<file path="src/rgb_to_hsv_pixel_defines.svh">
// ----------------------------------------------------------------------------
// rgb_to_hsv_pixel_defines.svh
// Assertion macros for the RGB to HSV converter's divider.
// ----------------------------------------------------------------------------
`ifndef RGB_TO_HSV_PIXEL_DEFINES_SVH
`define RGB_TO_HSV_PIXEL_DEFINES_SVH

// Same-cycle implication.
`define RTH_ASSERT_NOW(label, clk, rst, ante, cons, msg) \
  label: assert property (@(posedge clk) disable iff (rst) (ante) |-> (cons)) \
    else $error(msg);

// Next-cycle implication.
`define RTH_ASSERT_NEXT(label, clk, rst, ante, cons, msg) \
  label: assert property (@(posedge clk) disable iff (rst) (ante) |=> (cons)) \
    else $error(msg);

`endif

</file>
<file path="src/rth_pkg.sv">
// ----------------------------------------------------------------------------
// rth_pkg
// Widths, the divider stage record and the one-bit restoring divide step.
// ----------------------------------------------------------------------------
`timescale 1ns / 1ps
`default_nettype none

package rth_pkg;

  localparam int CH_BITS    = 16;
  // divisor range must cover 6 * chroma
  localparam int DIV_W      = CH_BITS + 3;
  localparam int DIV_STAGES = CH_BITS;

  typedef logic [CH_BITS-1:0] chan_t;
  typedef logic [DIV_W-1:0]   dval_t;

  // One request in flight through the divider: saturation and hue side by side.
  typedef struct packed {
    dval_t s_rem;
    dval_t s_den;
    chan_t s_low;
    chan_t s_quo;
    dval_t h_rem;
    dval_t h_den;
    chan_t h_quo;
    chan_t bright;
  } div_t;

  // One quotient bit for each divide. Remainders stay below their divisors.
  function automatic div_t div_step(div_t x);
    logic [DIV_W:0] s_sh;
    logic [DIV_W:0] h_sh;
    logic [DIV_W:0] s_dif;
    logic [DIV_W:0] h_dif;
    logic           s_ge;
    logic           h_ge;
    div_t           y;
    y     = x;
    s_sh  = {x.s_rem, x.s_low[CH_BITS-1]};
    h_sh  = {x.h_rem, 1'b0};
    s_dif = s_sh - {1'b0, x.s_den};
    h_dif = h_sh - {1'b0, x.h_den};
    s_ge  = (s_sh >= {1'b0, x.s_den});
    h_ge  = (h_sh >= {1'b0, x.h_den});
    y.s_rem = s_ge ? s_dif[DIV_W-1:0] : s_sh[DIV_W-1:0];
    y.h_rem = h_ge ? h_dif[DIV_W-1:0] : h_sh[DIV_W-1:0];
    y.s_low = {x.s_low[CH_BITS-2:0], 1'b0};
    y.s_quo = {x.s_quo[CH_BITS-2:0], s_ge};
    y.h_quo = {x.h_quo[CH_BITS-2:0], h_ge};
    return y;
  endfunction

endpackage

`default_nettype wire

</file>
<file path="src/rgb_to_hsv_pixel.sv">
// Pipeline: an accepted rgb request passes 3 front stages for max/min, chroma and
// numerators, then 16 divider stages, one quotient bit each, to hsv_valid.
// Throughput: one pixel per clock unless hsv_ready stalls the output; every stage
// holds a valid bit and empty stages fill even while the output is stalled.
// Reset (rst, synchronous) clears all stage valid bits; data registers are not reset.
// ----------------------------------------------------------------------------
// rgb_to_hsv_pixel
// Converts one RGB pixel to hue, saturation and brightness per request.
// ----------------------------------------------------------------------------
`timescale 1ns / 1ps
`default_nettype none

module rgb_to_hsv_pixel (
  input  wire logic           clk,
  input  wire logic           rst,
  input  wire logic           rgb_valid,
  output logic                rgb_ready,
  input  wire rth_pkg::chan_t red,
  input  wire rth_pkg::chan_t green,
  input  wire rth_pkg::chan_t blue,
  output logic                hsv_valid,
  input  wire logic           hsv_ready,
  output rth_pkg::chan_t      hue,
  output rth_pkg::chan_t      saturation,
  output rth_pkg::chan_t      brightness
);
  import rth_pkg::*;

  logic mid_valid;
  logic mid_ready;
  div_t mid_data;

  rth_front u_front (
    .clk       (clk),
    .rst       (rst),
    .in_valid  (rgb_valid),
    .in_ready  (rgb_ready),
    .red       (red),
    .green     (green),
    .blue      (blue),
    .out_valid (mid_valid),
    .out_ready (mid_ready),
    .out_data  (mid_data)
  );

  rth_divider u_divider (
    .clk        (clk),
    .rst        (rst),
    .in_valid   (mid_valid),
    .in_ready   (mid_ready),
    .in_data    (mid_data),
    .out_valid  (hsv_valid),
    .out_ready  (hsv_ready),
    .hue        (hue),
    .saturation (saturation),
    .brightness (brightness)
  );

endmodule

`default_nettype wire

</file>
<file path="src/rth_front.sv">
// ----------------------------------------------------------------------------
// rth_front
// Three stages: max/min and sector, chroma and channel difference, then
// hue numerator, 6 * chroma and the saturation dividend.
// ----------------------------------------------------------------------------
`timescale 1ns / 1ps
`default_nettype none

module rth_front (
  input  wire logic           clk,
  input  wire logic           rst,
  input  wire logic           in_valid,
  output logic                in_ready,
  input  wire rth_pkg::chan_t red,
  input  wire rth_pkg::chan_t green,
  input  wire rth_pkg::chan_t blue,
  output logic                out_valid,
  input  wire logic           out_ready,
  output rth_pkg::div_t       out_data
);
  import rth_pkg::*;

  typedef enum logic [1:0] {SECT_RED, SECT_GREEN, SECT_BLUE} sector_t;

  logic    s1_valid;
  chan_t   s1_v;
  chan_t   s1_mn;
  chan_t   s1_r;
  chan_t   s1_g;
  chan_t   s1_b;
  sector_t s1_sect;

  logic                 s2_valid;
  chan_t                s2_v;
  chan_t                s2_c;
  logic signed [CH_BITS:0] s2_d;
  sector_t              s2_sect;

  logic mv1;
  logic mv2;
  logic mv3;

  chan_t   v_next;
  chan_t   mn_next;
  sector_t sect_next;

  logic signed [CH_BITS:0] d_next;

  dval_t                c_ext;
  dval_t                c6;
  dval_t                base;
  dval_t                num;
  logic [2*CH_BITS-1:0] sprod;
  div_t                 data_next;

  assign mv3      = !out_valid || out_ready;
  assign mv2      = !s2_valid || mv3;
  assign mv1      = !s1_valid || mv2;
  assign in_ready = mv1;

  // stage 1: brightness, darkest channel, sector (red wins ties, then green)
  always_comb begin
    v_next  = (red > green) ? red : green;
    v_next  = (v_next > blue) ? v_next : blue;
    mn_next = (red < green) ? red : green;
    mn_next = (mn_next < blue) ? mn_next : blue;
    if (v_next == red) begin
      sect_next = SECT_RED;
    end else if (v_next == green) begin
      sect_next = SECT_GREEN;
    end else begin
      sect_next = SECT_BLUE;
    end
  end

  // stage 2: the difference that sets the position inside the sector
  always_comb begin
    unique case (s1_sect)
      SECT_RED:   d_next = $signed({1'b0, s1_g}) - $signed({1'b0, s1_b});
      SECT_GREEN: d_next = $signed({1'b0, s1_b}) - $signed({1'b0, s1_r});
      SECT_BLUE:  d_next = $signed({1'b0, s1_r}) - $signed({1'b0, s1_g});
      default:    d_next = '0;
    endcase
  end

  // stage 3: N = sector offset + d (wrapped), dividend c * full-scale
  always_comb begin
    c_ext = dval_t'(s2_c);
    c6    = (c_ext << 2) + (c_ext << 1);
    unique case (s2_sect)
      SECT_RED:   base = s2_d[CH_BITS] ? c6 : '0;
      SECT_GREEN: base = c_ext << 1;
      SECT_BLUE:  base = c_ext << 2;
      default:    base = '0;
    endcase
    num   = base + {{(DIV_W-CH_BITS-1){s2_d[CH_BITS]}}, s2_d};
    sprod = {s2_c, {CH_BITS{1'b0}}} - {{CH_BITS{1'b0}}, s2_c};

    data_next.s_rem  = dval_t'(sprod[2*CH_BITS-1:CH_BITS]);
    data_next.s_low  = sprod[CH_BITS-1:0];
    // an all-ones divisor on black pixels (saturation) or black or gray pixels (hue) drives the quotient to zero
    data_next.s_den  = (s2_v == '0) ? '1 : dval_t'(s2_v);
    data_next.s_quo  = '0;
    data_next.h_rem  = num;
    data_next.h_den  = (s2_c == '0) ? '1 : c6;
    data_next.h_quo  = '0;
    data_next.bright = s2_v;
  end

  always_ff @(posedge clk) begin
    if (rst) begin
      s1_valid  <= 1'b0;
      s2_valid  <= 1'b0;
      out_valid <= 1'b0;
    end else begin
      if (mv1) begin
        s1_valid <= in_valid;
      end
      if (mv2) begin
        s2_valid <= s1_valid;
      end
      if (mv3) begin
        out_valid <= s2_valid;
      end
    end
  end

  always_ff @(posedge clk) begin
    if (mv1 && in_valid) begin
      s1_v    <= v_next;
      s1_mn   <= mn_next;
      s1_r    <= red;
      s1_g    <= green;
      s1_b    <= blue;
      s1_sect <= sect_next;
    end
    if (mv2 && s1_valid) begin
      s2_v    <= s1_v;
      s2_c    <= s1_v - s1_mn;
      s2_d    <= d_next;
      s2_sect <= s1_sect;
    end
    if (mv3 && s2_valid) begin
      out_data <= data_next;
    end
  end

endmodule

`default_nettype wire

</file>
<file path="src/rth_divider.sv">
// ----------------------------------------------------------------------------
// rth_divider
// Pipelined restoring divider, one quotient bit per stage, saturation and
// hue divides running in lockstep. Bubbles collapse under backpressure.
// ----------------------------------------------------------------------------
`timescale 1ns / 1ps
`default_nettype none
`include "rgb_to_hsv_pixel_defines.svh"

module rth_divider (
  input  wire logic          clk,
  input  wire logic          rst,
  input  wire logic          in_valid,
  output logic               in_ready,
  input  wire rth_pkg::div_t in_data,
  output logic               out_valid,
  input  wire logic          out_ready,
  output rth_pkg::chan_t     hue,
  output rth_pkg::chan_t     saturation,
  output rth_pkg::chan_t     brightness
);
  import rth_pkg::*;

  localparam int LAST = DIV_STAGES - 1;

  div_t                  st  [DIV_STAGES];
  logic [DIV_STAGES-1:0] vld;
  logic [DIV_STAGES-1:0] mv;

  // a stage may load when it is empty or its content moves on
  always_comb begin
    mv[LAST] = !vld[LAST] || out_ready;
    for (int k = LAST - 1; k >= 0; k--) begin
      mv[k] = !vld[k] || mv[k+1];
    end
  end

  assign in_ready = mv[0];

  for (genvar k = 0; k < DIV_STAGES; k++) begin : g_stage
    logic src_valid;
    div_t src_data;

    if (k == 0) begin : g_head
      assign src_valid = in_valid;
      assign src_data  = in_data;
    end else begin : g_body
      assign src_valid = vld[k-1];
      assign src_data  = st[k-1];
    end

    always_ff @(posedge clk) begin
      if (rst) begin
        vld[k] <= 1'b0;
      end else if (mv[k]) begin
        vld[k] <= src_valid;
      end
    end

    always_ff @(posedge clk) begin
      if (mv[k] && src_valid) begin
        st[k] <= div_step(src_data);
      end
    end
  end

  assign out_valid  = vld[LAST];
  assign hue        = st[LAST].h_quo;
  assign saturation = st[LAST].s_quo;
  assign brightness = st[LAST].bright;

  `RTH_ASSERT_NOW(a_sat_rem, clk, rst, vld[LAST], st[LAST].s_rem < st[LAST].s_den, "saturation remainder not below divisor")
  `RTH_ASSERT_NOW(a_hue_rem, clk, rst, vld[LAST], st[LAST].h_rem < st[LAST].h_den, "hue remainder not below divisor")
  `RTH_ASSERT_NEXT(a_enter, clk, rst, in_valid && in_ready, vld[0], "accepted request missing from first stage")
  `RTH_ASSERT_NEXT(a_hold, clk, rst, vld[0] && !mv[0], vld[0] && $stable(st[0]), "stalled first stage changed")

endmodule

`default_nettype wire
</file>
<file path="config.mk">
export PLATFORM = sky130hd
export DESIGN_NAME = rgb_to_hsv_pixel
export DESIGN_NICKNAME = d
export VERILOG_FILES = /design/src/rth_pkg.sv /design/src/rgb_to_hsv_pixel.sv /design/src/rth_front.sv /design/src/rth_divider.sv
export VERILOG_INCLUDE_DIRS = /design/src /design/src/src
export SDC_FILE = /design/constraint.sdc
export NUM_CORES = 2
export LEC_CHECK = 0
export ABC_AREA = 1
export BUFFER_PORTS_ARGS = -buffer_cell sky130_fd_sc_hd__buf_2
export CORE_ASPECT_RATIO = 0.8
export CORE_MARGIN = 5
export CORE_UTILIZATION = 50
export DETAILED_ROUTE_END_ITERATION = 7
export GPL_TIMING_DRIVEN = 0
export MAX_ROUTING_LAYER = met4
export PLACE_DENSITY_LB_ADDON = 0.15
export SYNTH_ARGS = -nofsm -noshare
export SYNTH_HDL_FRONTEND = slang
export SYNTH_HIERARCHICAL = 1
export SYNTH_SLANG_ARGS = --single-unit
</file>
<file path="constraint.sdc">
create_clock -name clk -period 11.15 [get_ports clk]
set_clock_uncertainty 0.1 [all_clocks]
set_input_delay 2.7875 -clock clk [delete_from_list [all_inputs] [get_ports clk]]
set_output_delay 2.7875 -clock clk [all_outputs]
set_load 0.05 [all_outputs]
</file>
==> metrics.txt <==
Setup CP Type=primary input to output port; post-route minimum period=8239 ps; DRT Pass-1 Iters=6; status=completed; # IOs=102; Post-Synthesis Cells=10600; antenna violations before repair=3; f_max=121.4 MHz; Total GRT Usage=26.30%; width of the die=531.8 um; WP data arrival=5350 ps; dpl cells=13620; pin count of the biggest net entering global routing=96; input/output buffers=101; fin area=120900 um2; Die Y-Extent=427.5 um; reg-to-reg critical path startpoint=u_front/s2_c[2]; CP max FO=5; Wirelength per Cell=21.11 um; Nets=11820; Hold/Removal Path Class=flip-flop to flip-flop; Final Non-Filler Cells=13990; crit path launch type=primary input; sequential standard cell area=61160 um2; number of hold buffers added after cts=0; Clock Latency Late Sink=880 ps; Slew @ Worst Pin=1001 ps; initial drt markers=7470; RSZ-0062 raised after global routing=false; Clock Tree Root=clkbuf_16; area growth from synthesis to layout=10.96%; Slew headroom=33.17%; vias=77500; synth warn=6; final core utilization=55.67%; post_cts resized=0; Power Density=140.7 nW/um2; core footprint=217100 um2; Place WS=2924 ps; GR Overflow Total=0; clk sinks=2043; synthesized cell area=108900 um2; drt total wl=295.3 mm; worst hold start=u_divider/st[0][433]; Max Cap Violations=0; Num CTS Buffers=211; Min-Delay Endpoint=u_divider/st[0][572]; ratio of cells with drive above 1 in the final layout=6.337%; CTS tree=built; reg-to-reg slack, setup=6290 ps; Clock H-tree levels=4; Leakage=49.42 nW; fin crit share=73.89%; DRT antenna net count=0; layout filler cell count=18880; R2R cell count=22; first-pass GRT wire length=449.5 mm; Clock Tree Buf Depth=4; Initial Util=50.17%; DRC Markers=0; Data required, critical path=8260 ps; Multi-input gate area=41650 um2; post-CTS setup buffers=0; clk slew on worst S/H paths=60 ps; vias in the first global route=74570; Crit. End Element=output port; Final Max Slew Viols=0; DP Area=114100 um2; VDD IR-drop max=0.0001148 V; Final GP Congestion=0.9576; hold path cells=0; vias per cell=5.538; Mean Syn Cell Area=10.27 um2; die area=227300 um2; final hold vios=0; Final Setup Violations=0; Critical R2R Capture=u_front/out_data[67]; final worst slack=2911 ps; DP HPWL=232.7 mm; # rows=153
==> stage by stage <==
stage / total power [W] / hold slack [ps] / setup TNS, ps
2_1_floorplan: 0.009677 / 300.3 / 0
3_3_place_gp: 0.01014 / 300.2 / -1283180
3_5_place_dp: 0.01014 / 304.5 / 0
4_1_cts: 0.01717 / 296.4 / 0
5_1_grt: 0.01768 / 308.0 / 0
6_report: 0.01700 / 304.7 / 0
==> layout by cell type (no fill, tap or decap), drive strengths merged, types with 35 or more instances in the layout <==
master  instances
nor3          119
nor2          968
nor4           81
ha            767
a21o           84
edfxtp       2024
xor2          303
or2            45
clkbuf        275
nand4         184
a21oi        1046
o21bai         79
inv          1450
clkinv         82
xnor2         212
and2           37
o21ai         482
nand3         433
fa             36
buf           261
o31ai          36
a31oi         102
o21a           35
nand2        1804
==> layer usage <==
| layer | vias up | global-route usage [%] | share of wire [%] |
|---|---|---|---|
| met2 | 2418 | 37.56 | 42 |
| met5 | - | - | 0 |
| met4 | 0 | 5.892 | 2.4 |
| met3 | 385 | 4.114 | 6.8 |
| met1 | 37080 | 39.63 | 49 |
| li1 | 37620 | - | - |
==> worst max path at each step <==
stage	startpoint	end	slack, ps
6_report	hsv_ready	rgb_ready	2910
5_1_grt	hsv_ready	rgb_ready	2640
4_1_cts	hsv_ready	rgb_ready	2910
3_5_place_dp	hsv_ready	rgb_ready	2920
3_3_place_gp	hsv_ready	u_divider/st[1][21]	-3160
2_1_floorplan	hsv_ready	u_divider/st[1][0]	1580
==> where the power goes <==
group	internal [W]	switching (W)
combinational	0.000464	0.000944
sequential	0.00852	0.0000936
clock	0.00406	0.00292
==> critical path, cell delays in order <==
cell	delay [ps]
buf_2	90
inv_1	100
nand4_2	160
nor3_2	300
nand4_1	200
nor2_2	310
nand4_2	170
nor2_2	270
nand4_1	220
inv_1	170
nand2_1	80
nor2_1	130
nand2_1	120
buf_2	230
==> sequential cells by signal, summed over array words and instances, names as in the netlist <==
register,cells
u_front/s2_v,16
u_front/out_data,103
u_front/s1_valid,1
u_front/s1_g,16
u_front/s2_d,17
u_front/s2_valid,1
u_divider/g_stage.src_valid,15
u_front/s1_b,16
u_front/out_valid,1
u_front/s1_sect,2
u_front/s1_v,16
u_divider/out_valid,1
u_front/s1_r,16
u_front/s1_mn,16
u_divider/st,1788
u_front/s2_c,16
u_front/s2_sect,2
==> layout make-up <==
type	instances	area share, %
sequential	2043	50.60
multi-input combinational	6981	34.46
clock buffer	253	4.542
inverter	1443	4.517
tap	2867	2.968
timing repair buffer	144	1.193
clock inverter	122	1.066
buffer	139	0.6450
antenna	1	0.002070
(Power assumes the default switching activity.)
